**src/srte_pkg.sv**
```systemverilog
// ----------------------------------------------------------------------------
// srte_pkg
// Shared types, constants and helpers for the SPI ring transfer engine.
// ----------------------------------------------------------------------------
package srte_pkg;

  localparam int RING_DEPTH = 256;
  localparam int AW = $clog2(RING_DEPTH);
  localparam int CW = AW + 1;
  localparam int NW = (CW > 9) ? CW : 9;

  localparam logic [4:0] EV_DONE     = 5'h01;
  localparam logic [4:0] EV_RELEASED = 5'h02;
  localparam logic [4:0] EV_PURGED   = 5'h04;
  localparam logic [4:0] EV_PER_BYTE = 5'h08;
  localparam logic [4:0] EV_FAILED   = 5'h10;

  localparam logic [2:0] MD_TX   = 3'b001;
  localparam logic [2:0] MD_RX   = 3'b010;
  localparam logic [2:0] MD_DONE = 3'b100;

  localparam logic [7:0] BYTE_ZERO = 8'h00;
  localparam logic [7:0] BYTE_ONES = 8'hFF;

  typedef enum logic [3:0] {
    REQ_CLAIM   = 4'd0,
    REQ_RELEASE = 4'd1,
    REQ_TICK    = 4'd2,
    REQ_TX      = 4'd3,
    REQ_RXTX    = 4'd4,
    REQ_RX      = 4'd5,
    REQ_FILT_RX = 4'd6,
    REQ_WIRE    = 4'd7,
    REQ_READ    = 4'd8,
    REQ_SKIP    = 4'd9,
    REQ_FIND    = 4'd10,
    REQ_AVAIL   = 4'd11,
    REQ_CLEAR   = 4'd12
  } req_e;

  typedef enum logic [3:0] {
    S_IDLE,
    S_EXEC,
    S_FILL,
    S_POST,
    S_OFF_CAP,
    S_RD_CAP,
    S_FIND_RD,
    S_FIND_CHK,
    S_DONE
  } ctrl_state_e;

  typedef struct packed {
    logic load;
    logic exec;
    logic fill;
    logic post;
    logic off_cap;
    logic rd_cap;
    logic find_rd;
    logic find_chk;
  } cmd_t;

  typedef struct packed {
    logic rd_go;
    logic find_go;
    logic fill_done;
    logic offer_go;
    logic find_end;
    logic find_hit;
  } stat_t;

  function automatic logic [CW-1:0] ring_dist(input logic [CW-1:0] a,
                                              input logic [CW-1:0] b);
    return a - b;
  endfunction

  function automatic logic [8:0] sat9(input logic [NW-1:0] v);
    return (v > NW'(511)) ? 9'd511 : v[8:0];
  endfunction

endpackage

```
**src/srte_ram.sv**
```systemverilog
// ----------------------------------------------------------------------------
// srte_ram
// Generic one-write, one-read RAM with registered read data.
// ----------------------------------------------------------------------------
module srte_ram #(
  parameter int WIDTH = 8,
  parameter int DEPTH = 256
) (
  input  logic                     clk_i,
  input  logic                     we_i,
  input  logic [$clog2(DEPTH)-1:0] waddr_i,
  input  logic [WIDTH-1:0]         wdata_i,
  input  logic [$clog2(DEPTH)-1:0] raddr_i,
  output logic [WIDTH-1:0]         rdata_o
);

  logic [WIDTH-1:0] mem_q [DEPTH];

  always_ff @(posedge clk_i) begin
    if (we_i) begin
      mem_q[waddr_i] <= wdata_i;
    end
    rdata_o <= mem_q[raddr_i];
  end

endmodule

```
**src/srte_ctrl.sv**
```systemverilog
// ----------------------------------------------------------------------------
// srte_ctrl
// Request sequencer: steps the datapath through execute, slot fill,
// shifter offer, ring read and preamble search.
// ----------------------------------------------------------------------------
module srte_ctrl import srte_pkg::*; (
  input  logic  clk_i,
  input  logic  rst_ni,
  input  logic  in_valid_i,
  output logic  in_ready_o,
  output logic  out_valid_o,
  input  logic  out_ready_i,
  input  stat_t stat_i,
  output cmd_t  cmd_o
);

  ctrl_state_e state_q, state_d;

  always_ff @(posedge clk_i or negedge rst_ni) begin
    if (!rst_ni) begin
      state_q <= S_IDLE;
    end else begin
      state_q <= state_d;
    end
  end

  always_comb begin
    state_d = state_q;
    unique case (state_q)
      S_IDLE: begin
        if (in_valid_i) state_d = S_EXEC;
      end
      S_EXEC: begin
        if (stat_i.rd_go) state_d = S_RD_CAP;
        else if (stat_i.find_go) state_d = S_FIND_RD;
        else state_d = S_FILL;
      end
      S_FILL: begin
        if (stat_i.fill_done) state_d = S_POST;
      end
      S_POST: begin
        state_d = stat_i.offer_go ? S_OFF_CAP : S_DONE;
      end
      S_OFF_CAP: state_d = S_DONE;
      S_RD_CAP:  state_d = S_DONE;
      S_FIND_RD: begin
        state_d = stat_i.find_end ? S_DONE : S_FIND_CHK;
      end
      S_FIND_CHK: begin
        state_d = stat_i.find_hit ? S_DONE : S_FIND_RD;
      end
      S_DONE: begin
        if (out_ready_i) state_d = S_IDLE;
      end
      default: state_d = S_IDLE;
    endcase
  end

  always_comb begin
    cmd_o       = '0;
    in_ready_o  = 1'b0;
    out_valid_o = 1'b0;
    unique case (state_q)
      S_IDLE: begin
        in_ready_o = 1'b1;
        cmd_o.load = in_valid_i;
      end
      S_EXEC:     cmd_o.exec = 1'b1;
      S_FILL:     cmd_o.fill = 1'b1;
      S_POST:     cmd_o.post = 1'b1;
      S_OFF_CAP:  cmd_o.off_cap = 1'b1;
      S_RD_CAP:   cmd_o.rd_cap = 1'b1;
      S_FIND_RD:  cmd_o.find_rd = 1'b1;
      S_FIND_CHK: cmd_o.find_chk = 1'b1;
      S_DONE:     out_valid_o = 1'b1;
      default: ;
    endcase
  end

  a_accept_exec: assert property (@(posedge clk_i) disable iff (!rst_ni)
    in_valid_i && in_ready_o |=> state_q == S_EXEC)
    else $error("accepted request not executed");

  a_result_held: assert property (@(posedge clk_i) disable iff (!rst_ni)
    out_valid_o && !out_ready_i |=> out_valid_o && !in_ready_o)
    else $error("result dropped before taken");

endmodule

```
**src/srte_dp.sv**
```systemverilog
// ----------------------------------------------------------------------------
// srte_dp
// Datapath: lock, ring pointers, hunt state, ring memory and result registers.
// ----------------------------------------------------------------------------
module srte_dp import srte_pkg::*; (
  input  logic        clk_i,
  input  logic        rst_ni,
  input  cmd_t        cmd_i,
  output stat_t       stat_o,
  input  logic        cfg_we_i,
  input  logic        invert_data_i,
  input  logic [3:0]  req_type_i,
  input  logic [3:0]  app_id_i,
  input  logic [7:0]  data_byte_i,
  input  logic [8:0]  count_i,
  input  logic [15:0] timeout_ticks_i,
  input  logic [4:0]  event_mask_i,
  input  logic [7:0]  preamble_byte_i,
  input  logic [7:0]  retry_limit_i,
  output logic        status_o,
  output logic [7:0]  data_out_o,
  output logic        shift_out_valid_o,
  output logic [8:0]  byte_count_o,
  output logic [4:0]  events_o,
  output logic        ring_empty_o
);

  logic          inv_q, inv_d;
  logic [3:0]    owner_q, owner_d;
  logic [CW-1:0] qh_q, qh_d, wp_q, wp_d, rp_q, rp_d;
  logic [2:0]    mode_q, mode_d;
  logic [4:0]    act_q, act_d, sav_q, sav_d;
  logic          hunt_q, hunt_d;
  logic [7:0]    hchar_q, hchar_d, tries_q, tries_d;
  logic [31:0]   dl_q, dl_d, now_q, now_d;
  logic          busy_q, busy_d;

  logic [3:0]    req_q, req_d, app_q, app_d;
  logic [7:0]    dat_q, dat_d, pre_q, pre_d, rlim_q, rlim_d;
  logic [8:0]    cnt_q, cnt_d;
  logic [15:0]   tmo_q, tmo_d;
  logic [4:0]    emask_q, emask_d;

  logic [NW-1:0] fill_q, fill_d;
  logic [7:0]    fval_q, fval_d;
  logic          offer_q, offer_d, wpost_q, wpost_d;

  logic          st_q, st_d, sv_q, sv_d;
  logic [7:0]    dout_q, dout_d;
  logic [8:0]    bc_q, bc_d;
  logic [4:0]    ev_q, ev_d;

  logic          ram_we;
  logic [AW-1:0] ram_waddr, ram_raddr;
  logic [7:0]    ram_wdata, ram_rdata;

  logic          owner_ok, need_owner;
  logic [7:0]    wf_in;
  logic [CW-1:0] ring_depth_c;

  assign ring_depth_c = CW'(RING_DEPTH);
  assign owner_ok     = app_q == owner_q;
  assign need_owner   = !(req_q == REQ_CLAIM || req_q == REQ_TICK || req_q == REQ_WIRE);
  assign wf_in        = inv_q ? (BYTE_ONES - dat_q) : dat_q;

  srte_ram #(.WIDTH(8), .DEPTH(RING_DEPTH)) u_ring (
    .clk_i  (clk_i),
    .we_i   (ram_we),
    .waddr_i(ram_waddr),
    .wdata_i(ram_wdata),
    .raddr_i(ram_raddr),
    .rdata_o(ram_rdata)
  );

  always_comb begin
    stat_o.rd_go     = req_q == REQ_READ && owner_ok && rp_q != wp_q;
    stat_o.find_go   = req_q == REQ_FIND && owner_ok;
    stat_o.fill_done = fill_q == '0;
    stat_o.offer_go  = (offer_q || wpost_q) && !busy_q && wp_q != qh_q;
    stat_o.find_end  = rp_q == wp_q;
    stat_o.find_hit  = ram_rdata == pre_q;
  end

  always_comb begin
    logic [CW-1:0] wn;
    logic [CW-1:0] rn;
    logic [NW-1:0] freev;
    logic [NW-1:0] n;
    logic [7:0]    tn;
    logic [31:0]   now_n;

    inv_d = cfg_we_i ? invert_data_i : inv_q;
    owner_d = owner_q; qh_d = qh_q; wp_d = wp_q; rp_d = rp_q;
    mode_d = mode_q; act_d = act_q; sav_d = sav_q; hunt_d = hunt_q;
    hchar_d = hchar_q; tries_d = tries_q; dl_d = dl_q; now_d = now_q;
    busy_d = busy_q;
    req_d = req_q; app_d = app_q; dat_d = dat_q; pre_d = pre_q; rlim_d = rlim_q;
    cnt_d = cnt_q; tmo_d = tmo_q; emask_d = emask_q;
    fill_d = fill_q; fval_d = fval_q; offer_d = offer_q; wpost_d = wpost_q;
    st_d = st_q; sv_d = sv_q; dout_d = dout_q; bc_d = bc_q; ev_d = ev_q;
    ram_we = 1'b0;
    ram_waddr = qh_q[AW-1:0];
    ram_wdata = fval_q;
    ram_raddr = rp_q[AW-1:0];
    wn = wp_q + CW'(1);
    rn = rp_q;
    freev = '0;
    n = '0;
    tn = tries_q - 8'd1;
    now_n = now_q + 32'd1;

    if (cmd_i.load) begin
      req_d = req_type_i; app_d = app_id_i; dat_d = data_byte_i; cnt_d = count_i;
      tmo_d = timeout_ticks_i; emask_d = event_mask_i; pre_d = preamble_byte_i;
      rlim_d = retry_limit_i;
      fill_d = '0; offer_d = 1'b0; wpost_d = 1'b0;
      st_d = 1'b0; sv_d = 1'b0; dout_d = BYTE_ZERO; bc_d = '0; ev_d = '0;
    end

    if (cmd_i.exec) begin
      if (need_owner && req_q <= REQ_CLEAR && !owner_ok) begin
        st_d = 1'b1;
      end else begin
        case (req_q)
          REQ_CLAIM: begin
            if (owner_q == '0) begin
              owner_d = app_q; act_d = emask_q;
              dl_d = now_q + {16'd0, tmo_q};
              hunt_d = 1'b0; sav_d = '0; tries_d = '0;
            end else begin
              st_d = 1'b1;
            end
          end
          REQ_RELEASE, REQ_TICK: begin
            if (req_q == REQ_TICK) now_d = now_n;
            if (req_q == REQ_RELEASE || (owner_q != '0 && now_n > dl_q)) begin
              if (req_q == REQ_TICK) ev_d = act_q & (EV_RELEASED | EV_PURGED);
              else ev_d = act_q & EV_RELEASED;
              if (mode_q != '0) begin
                rp_d = qh_q; wp_d = qh_q;
              end
              owner_d = '0; act_d = '0; dl_d = '0; mode_d = '0;
            end
          end
          REQ_WIRE: begin
            busy_d = 1'b0;
            if (mode_q != '0 && wp_q != qh_q) begin
              ram_we = 1'b1;
              ram_waddr = wp_q[AW-1:0];
              ram_wdata = wf_in;
              wp_d = wn;
              wpost_d = 1'b1;
              if ((act_q & EV_PER_BYTE) != '0) begin
                if (hunt_q) begin
                  if (wf_in == hchar_q) begin
                    hunt_d = 1'b0; act_d = sav_q; tries_d = '0;
                  end else begin
                    tries_d = tn;
                    if (tn != '0) begin
                      if (rp_q != wn) rn = rp_q + CW'(1);
                      rp_d = rn;
                      freev = NW'(ring_depth_c - ring_dist(qh_q, rn));
                      fill_d = (freev != '0) ? NW'(1) : '0;
                      fval_d = BYTE_ZERO;
                    end else begin
                      rp_d = qh_q; wp_d = qh_q;
                      hunt_d = 1'b0; act_d = sav_q; tries_d = '0;
                      ev_d = EV_FAILED;
                    end
                  end
                end else begin
                  ev_d = EV_PER_BYTE;
                end
              end
            end
          end
          REQ_TX, REQ_RXTX: begin
            mode_d = (req_q == REQ_TX) ? ((mode_q | MD_TX) & ~MD_RX) : (mode_q | MD_TX | MD_RX);
            freev = NW'(ring_depth_c - ring_dist(qh_q, rp_q));
            n = (freev != '0) ? NW'(1) : '0;
            fill_d = n; fval_d = dat_q; bc_d = sat9(n); offer_d = 1'b1;
          end
          REQ_RX, REQ_FILT_RX: begin
            mode_d = (mode_q | MD_RX) & ~MD_TX;
            freev = NW'(ring_depth_c - ring_dist(qh_q, rp_q));
            n = (NW'(cnt_q) > freev) ? freev : NW'(cnt_q);
            fill_d = n; fval_d = BYTE_ZERO; bc_d = sat9(n); offer_d = 1'b1;
            if (req_q == REQ_FILT_RX) begin
              hunt_d = 1'b1; hchar_d = pre_q; sav_d = act_q;
              act_d = act_q | EV_PER_BYTE; tries_d = rlim_q;
            end
          end
          REQ_SKIP: begin
            if (NW'(ring_dist(wp_q, rp_q)) < NW'(cnt_q)) begin
              rp_d = wp_q; mode_d = '0;
            end else begin
              rp_d = rp_q + CW'(cnt_q);
            end
          end
          REQ_CLEAR: begin
            rp_d = qh_q; wp_d = qh_q;
          end
          default: ;
        endcase
      end
    end

    if (cmd_i.fill && fill_q != '0) begin
      ram_we = 1'b1;
      qh_d = qh_q + CW'(1);
      fill_d = fill_q - NW'(1);
    end

    if (cmd_i.post) begin
      ram_raddr = wp_q[AW-1:0];
      if (wpost_q && wp_q == qh_q) begin
        mode_d = mode_q | MD_DONE;
        ev_d = ev_q | (act_q & EV_DONE);
        if ((mode_q & MD_RX) == '0) rp_d = wp_q;
      end
    end

    if (cmd_i.off_cap) begin
      dout_d = inv_q ? (BYTE_ONES - ram_rdata) : ram_rdata;
      sv_d = 1'b1;
      busy_d = 1'b1;
    end

    if (cmd_i.rd_cap) begin
      rn = rp_q + CW'(1);
      dout_d = ram_rdata;
      rp_d = rn;
      bc_d = 9'd1;
      if (rn == wp_q) mode_d = '0;
    end

    if (cmd_i.find_rd && rp_q == wp_q) mode_d = '0;

    if (cmd_i.find_chk && ram_rdata != pre_q) rp_d = rp_q + CW'(1);
  end

  always_ff @(posedge clk_i or negedge rst_ni) begin
    if (!rst_ni) begin
      inv_q <= 1'b0; owner_q <= '0; qh_q <= '0; wp_q <= '0; rp_q <= '0;
      mode_q <= '0; act_q <= '0; sav_q <= '0; hunt_q <= 1'b0; hchar_q <= '0;
      tries_q <= '0; dl_q <= '0; now_q <= '0; busy_q <= 1'b0;
      fill_q <= '0; offer_q <= 1'b0; wpost_q <= 1'b0;
    end else begin
      inv_q <= inv_d; owner_q <= owner_d; qh_q <= qh_d; wp_q <= wp_d; rp_q <= rp_d;
      mode_q <= mode_d; act_q <= act_d; sav_q <= sav_d; hunt_q <= hunt_d;
      hchar_q <= hchar_d; tries_q <= tries_d; dl_q <= dl_d; now_q <= now_d;
      busy_q <= busy_d; fill_q <= fill_d; offer_q <= offer_d; wpost_q <= wpost_d;
    end
  end

  always_ff @(posedge clk_i) begin
    req_q <= req_d; app_q <= app_d; dat_q <= dat_d; pre_q <= pre_d; rlim_q <= rlim_d;
    cnt_q <= cnt_d; tmo_q <= tmo_d; emask_q <= emask_d; fval_q <= fval_d;
    st_q <= st_d; sv_q <= sv_d; dout_q <= dout_d; bc_q <= bc_d; ev_q <= ev_d;
  end

  assign status_o          = st_q;
  assign data_out_o        = dout_q;
  assign shift_out_valid_o = sv_q;
  assign events_o          = ev_q;
  assign ring_empty_o      = rp_q == wp_q;
  assign byte_count_o      = (!st_q && (req_q == REQ_SKIP || req_q == REQ_FIND ||
                              req_q == REQ_AVAIL)) ? sat9(NW'(ring_dist(wp_q, rp_q))) : bc_q;

  a_occupancy: assert property (@(posedge clk_i) disable iff (!rst_ni)
    ring_dist(qh_q, rp_q) <= ring_depth_c)
    else $error("ring over-filled");

  a_rx_in_queue: assert property (@(posedge clk_i) disable iff (!rst_ni)
    ring_dist(wp_q, rp_q) <= ring_dist(qh_q, rp_q))
    else $error("wire pointer beyond queue head");

endmodule

```
**src/spi_ring_transfer_engine_top.sv**
```systemverilog
// ----------------------------------------------------------------------------
// spi_ring_transfer_engine_top
// SPI master front end: owner lock, shared tx/rx byte ring, preamble hunt.
// ----------------------------------------------------------------------------
// channel | handshake              | payload
// in      | in_valid_i/in_ready_o  | req_type_i .. retry_limit_i
// out     | out_valid_o/out_ready_i| status_o .. ring_empty_o
// cfg     | cfg_valid_i/cfg_ready_o| invert_data_i
//
// One request at a time: a request runs execute, then slot fill, post
// and an optional shifter offer; a read captures one ring entry and a find
// walks the ring entry by entry. Then the result waits until it is taken.
// Slot fill uses the ring write port and the find walk its read port.
// Reset clears lock, pointers and flags; ring contents are not cleared.
// cfg is always ready; in_ready drops until the result is taken.
module spi_ring_transfer_engine_top import srte_pkg::*; (
  input  logic        clk_i,
  input  logic        rst_ni,
  input  logic        cfg_valid_i,
  output logic        cfg_ready_o,
  input  logic        invert_data_i,
  input  logic        in_valid_i,
  output logic        in_ready_o,
  input  logic [3:0]  req_type_i,
  input  logic [3:0]  app_id_i,
  input  logic [7:0]  data_byte_i,
  input  logic [8:0]  count_i,
  input  logic [15:0] timeout_ticks_i,
  input  logic [4:0]  event_mask_i,
  input  logic [7:0]  preamble_byte_i,
  input  logic [7:0]  retry_limit_i,
  output logic        out_valid_o,
  input  logic        out_ready_i,
  output logic        status_o,
  output logic [7:0]  data_out_o,
  output logic        shift_out_valid_o,
  output logic [8:0]  byte_count_o,
  output logic [4:0]  events_o,
  output logic        ring_empty_o
);

  cmd_t  cmd;
  stat_t stat;

  assign cfg_ready_o = 1'b1;

  srte_ctrl u_ctrl (
    .clk_i      (clk_i),
    .rst_ni     (rst_ni),
    .in_valid_i (in_valid_i),
    .in_ready_o (in_ready_o),
    .out_valid_o(out_valid_o),
    .out_ready_i(out_ready_i),
    .stat_i     (stat),
    .cmd_o      (cmd)
  );

  srte_dp u_dp (
    .clk_i            (clk_i),
    .rst_ni           (rst_ni),
    .cmd_i            (cmd),
    .stat_o           (stat),
    .cfg_we_i         (cfg_valid_i),
    .invert_data_i    (invert_data_i),
    .req_type_i       (req_type_i),
    .app_id_i         (app_id_i),
    .data_byte_i      (data_byte_i),
    .count_i          (count_i),
    .timeout_ticks_i  (timeout_ticks_i),
    .event_mask_i     (event_mask_i),
    .preamble_byte_i  (preamble_byte_i),
    .retry_limit_i    (retry_limit_i),
    .status_o         (status_o),
    .data_out_o       (data_out_o),
    .shift_out_valid_o(shift_out_valid_o),
    .byte_count_o     (byte_count_o),
    .events_o         (events_o),
    .ring_empty_o     (ring_empty_o)
  );

endmodule

```
**config.mk**
```make
export PLATFORM = sky130hd
export DESIGN_NAME = spi_ring_transfer_engine_top
export DESIGN_NICKNAME = d
export VERILOG_FILES = /design/src/srte_pkg.sv /design/src/srte_ram.sv /design/src/srte_ctrl.sv /design/src/srte_dp.sv /design/src/spi_ring_transfer_engine_top.sv
export SDC_FILE = /design/constraint.sdc
export NUM_CORES = 2
export LEC_CHECK = 0
export ABC_CLOCK_PERIOD_IN_PS = 19550
export BUFFER_PORTS_ARGS = -buffer_cell sky130_fd_sc_hd__buf_2
export CAP_MARGIN = 25
export CORE_ASPECT_RATIO = 1.1
export CORE_MARGIN = 4
export CORE_UTILIZATION = 50
export DETAILED_ROUTE_END_ITERATION = 6
export PLACE_DENSITY = 0.77
export RECOVER_POWER = 100
export SLEW_MARGIN = 20
export SYNTH_ARGS = -nofsm -noshare
export SYNTH_HDL_FRONTEND = slang
export SYNTH_SLANG_ARGS = --single-unit
export TNS_END_PERCENT = 5
```
**constraint.sdc**
```tcl
create_clock -name clk_i -period 19.55 [get_ports clk_i]
set_input_delay 0.9775 -clock clk_i [delete_from_list [all_inputs] [get_ports clk_i]]
set_output_delay 0.9775 -clock clk_i [all_outputs]
set_load 0.02 [all_outputs]
```
==> summary.md <==
| Metric | Value |
|---|---|
| Status | finished with violations |
| Flop-to-flop setup slack | 7500 ps |
| Post-synth top area share | 65.4% |
| Post-route insts no fill | 9,980 |
| Worst r2r src | u_ctrl.state_q[1]$_DFFE_PN0P_ |
| Logic pwr share | 0.2% |
| Synth Warn # | 0 |
| Switching portion of total power | 19.8% |
| RSZ-0062 raised after global routing | no |
| Root buffer cell | clkbuf_16 |
| Tcrit/Tclk final | between 60% and 70% |
| Distinct cell type count of the synthesized netlist | 93 |
| WL met1 | 97,500 um |
| Initial antenna violation count | 13 |
| Tmin final | ~12,000 ps |
| Register area | 67,800 um2 |
| Layout cell share with drive strength beyond 1 | 8.25% |
| DIE AREA | ~200,000 um2 |
| Router iterations before antenna repair | 7 |
| DRC Markers | 3 |
| Clock Skews | 74.0 ps |
| Register share of total power | around 56% |
| Post-synth EDFFs | 2,129 |
| Vias post-DR | 64,300 |
| First-pass GRT wire length | roughly 410,000 um |
| Crit path launch type | flip-flop |
| Routability cong. | 0.941 |
| Final hold vios | 0 |
| H-tree Lvls | 4 |
| Synth Register Bits | 2,289 |
| Mapped Nets | 7,420 |
| Clock sinks | ~2,300 |
| Pins Over Slew Limit | just under 2,000 |
| GR Util All Layers | 26.7% |
| DRT iter0 DRCs | 9,315 |
| TritonCTS buffer count | 214 |
| DPL Wire Length | 166,000 um |
| Starting Density | about half |
| Critical path class | reg -> reg |
| Top Ports | between 90 and 100 |
| WP data arrival | ~13,000 ps |
| Crit path required time | between 20,000 and 25,000 ps |
| Worst setup EP type | flip-flop |
| Nets@finish | about 7,400 |
| Max Freq | 83.0 MHz |
| Post-Route WL | 277,000 um |
| Inst Count DP | 9,569 |
| Crit path from | u_ctrl.state_q[1]$_DFFE_PN0P_ |
| R2R depth | 14 |
| Final setup TNS | 0 ps |
| Worst slew pin tran | 4570 ps |
| Largest area contributor in the netlist | edfxtp_1 |
| Total core area | 194,000 um2 |
| Crit Path Max Fanout | approximately 130 |
| Setup Viol. Count Final | 0 |
| Clock power share | 44.0% |
| Post-synthesis cell area | 97,700 um2 |
| Vias/cell | 6.45 |
| Class of the worst hold path | in -> reg |
| Final ANT Viol Nets | 0 |
| Top routing layer used | met5 |
| Ys flop type | edfxtp_1 |
| Cell Int Power | 0.00758 W |
| CTS tree | yes |
| Met3 routed WL | between 30,000 and 40,000 um |
| Vias in the first global route | 62,500 |
| Cts repair resizes | 0 |
| Pwr Density | approximately 90 nW/um2 |
| Min-Delay Startpoint | retry_limit_i[5] |
| Reg2reg end | u_dp.u_ring.rdata_o[6]$_DFF_P_ |
| Max-Cap Viols | 43 |
| Worst IR Drop VDD | 0.0000909 V |
| Worst-path clk slew | 70 ps |
| Asr flop ratio synth | under 10% |
| Fin util | 55.3% |
| Met2 WL | ~130,000 um |
| Failing checks | design-rule violations, max-capacitance violations, max-slew violations |
| Sequential area share after synthesis | 69.4% |
| Port buffer count | 93 |
| Post-CTS Repair Setup Buffers | 0 |
| Area of the multi-input gates | 27,300 um2 |
| Drt wl/cell | roughly 28 um |
| Worst-case clock buffer depth | 3 |
| Hold buffers post-CTS | 0 |
| Slew HR | -205% |
| Congestion Overflow GR | 0 |
| Worst Hold Path EP | u_dp.rlim_q[5]$_DFFE_PP_ |
| Avg Synthesized Cell Area | 13.5 um2 |
| # fillers | about 15,000 |
| Die Wd | 430 um |
| Clock latency on the worst-skew pair | 900 ps |
| Hold-critical path depth | 1 |
| Largest net degree at the start of global routing | 217 |
| Pleak | 38.5 nW |
| Chip height | between 400 and 500 um |
| Psw | ~0.0019 W |
| Leading post-synthesis cells by cell area | edfxtp_1 65%, nand2_1 4.5%, mux2i_1 4.2% |
| Syn-to-layout area delta | 9.63% |
| Row cnt | 169 |
| Cells after Synth | 7,229 |
-- critical path: stages, from the launching register on --
cell	delay [ps]
dfrtp_1	540
nand4bb_1	180
clkbuf_1	1190
mux2i_1	1140
clkbuf_1	2640
buf_12	540
buf_12	640
clkbuf_1	2420
nor2_1	330
a22oi_1	380
a31oi_1	230
o41ai_1	150
o21ai_0	310
nor3_1	780
nor4_1	90
-- stage by stage --
stage / instance area (um2) / hold WS [ps] / worst slack [ps] / power [W]
5_1_grt: 107000 / 243 / 7120 / 0.00968
2_1_floorplan: 97700 / 433 / 5400 / 0.00538
3_5_place_dp: 100000 / 451 / 12670 / 0.00540
4_1_cts: 107000 / 141 / 12660 / 0.00947
6_report: 107000 / 284 / 7500 / 0.00945
3_3_place_gp: 100000 / 443 / 12720 / 0.00540
-- cells in the mapped netlist (all sizes together) (49+ instances only) --
master / number
a211oi: 49
a21oi: 455
a31oi: 65
buf: 254
clkbuf: 187
dfrtp: 140
edfxtp: 2129
ha: 118
inv: 102
mux2i: 413
mux4: 57
nand2: 1168
nand3: 250
nor2: 456
nor3: 87
nor4: 73
o21ai: 207
o221ai: 69
o22ai: 152
xnor2: 137
xor2: 64
-- cells in the final DEF (no fill, tap or decap), types with 104 or more instances in the layout --
master / n
clkbuf_1: 104
dfrtp_1: 140
edfxtp_1: 2129
nor2_1: 454
mux2i_1: 402
clkbuf_16: 215
o21ai_0: 198
ha_1: 118
o22ai_1: 152
a21oi_1: 454
nand3_1: 250
nand2_1: 1166
xnor2_1: 137
-- per-layer routing --
layer	GRT usage (%)	vias up
li1	-	27200
met1	34.7	31400
met2	41.1	4819
met3	7.16	890
met4	14.3	6
met5	0	-
-- layout make-up --
class,instances,share of cell area [%]
well taps,2565,3.00
multi-input cells,4397,25.5
flip-flops and latches,2289,63.3
repair buffers,223,1.27
inverters,102,0.357
diodes,6,0.0140
clock inverters,146,1.33
clock buffers,252,5.20
-- registers in the layout (all words and copies together) (netlist names), 5 cells and up --
signal / flops
u_dp.dat_q: 8
u_dp.fill_q: 9
u_dp.tries_q: 8
u_dp.tmo_q: 16
u_dp.data_out_o: 8
u_dp.bc_q: 9
u_dp.now_q: 32
u_dp.rp_q: 9
u_dp.hchar_q: 8
u_dp.dl_q: 32
u_dp.qh_q: 9
u_dp.events_o: 5
u_dp.u_ring.rdata_o: 8
u_dp.pre_q: 8
u_dp.rlim_q: 8
u_dp.fval_q: 8
u_dp.u_ring.mem_q: 2048
u_dp.cnt_q: 9
u_dp.wp_q: 9
-- worst max-delay path by stage --
stage / endpoint / slack [ps] / depth (start not counted)
6_report: u_dp.u_ring.rdata_o[6]$_DFF_P_ / 7500 / 14
5_1_grt: u_dp.u_ring.rdata_o[6]$_DFF_P_ / 7120 / 14
3_5_place_dp: u_dp.u_ring.rdata_o[3]$_DFF_P_ / 12670 / 14
2_1_floorplan: u_dp.u_ring.mem_q[0][6]$_DFFE_PP_ / 5400 / 10
4_1_cts: u_dp.u_ring.rdata_o[3]$_DFF_P_ / 12660 / 14
3_3_place_gp: u_dp.u_ring.rdata_o[3]$_DFF_P_ / 12720 / 14
-- kinds of logic after synthesis --
logic type	synth area share, %
adder cells (fa/ha/maj)	1.62
buffers and inverters	2.76
flip-flops	69.4
AND/OR/NAND/NOR	10.1
XOR/XNOR	1.82
other	0.00384
multiplexers	5.97
AO/OA/AOI/OAI	8.28
-- power by group through the flow --
stage	Clock [W]	Combinational, W	Sequential [W]
after floorplan	0	0.00000477	0.00538
after global placement	0	0.0000185	0.00538
after detailed placement	0	0.0000187	0.00538
after CTS	0.00417	0.0000194	0.00528
after global routing	0.00439	0.0000199	0.00527
final	0.00416	0.0000177	0.00528
Power figures use the tool's default switching activity.
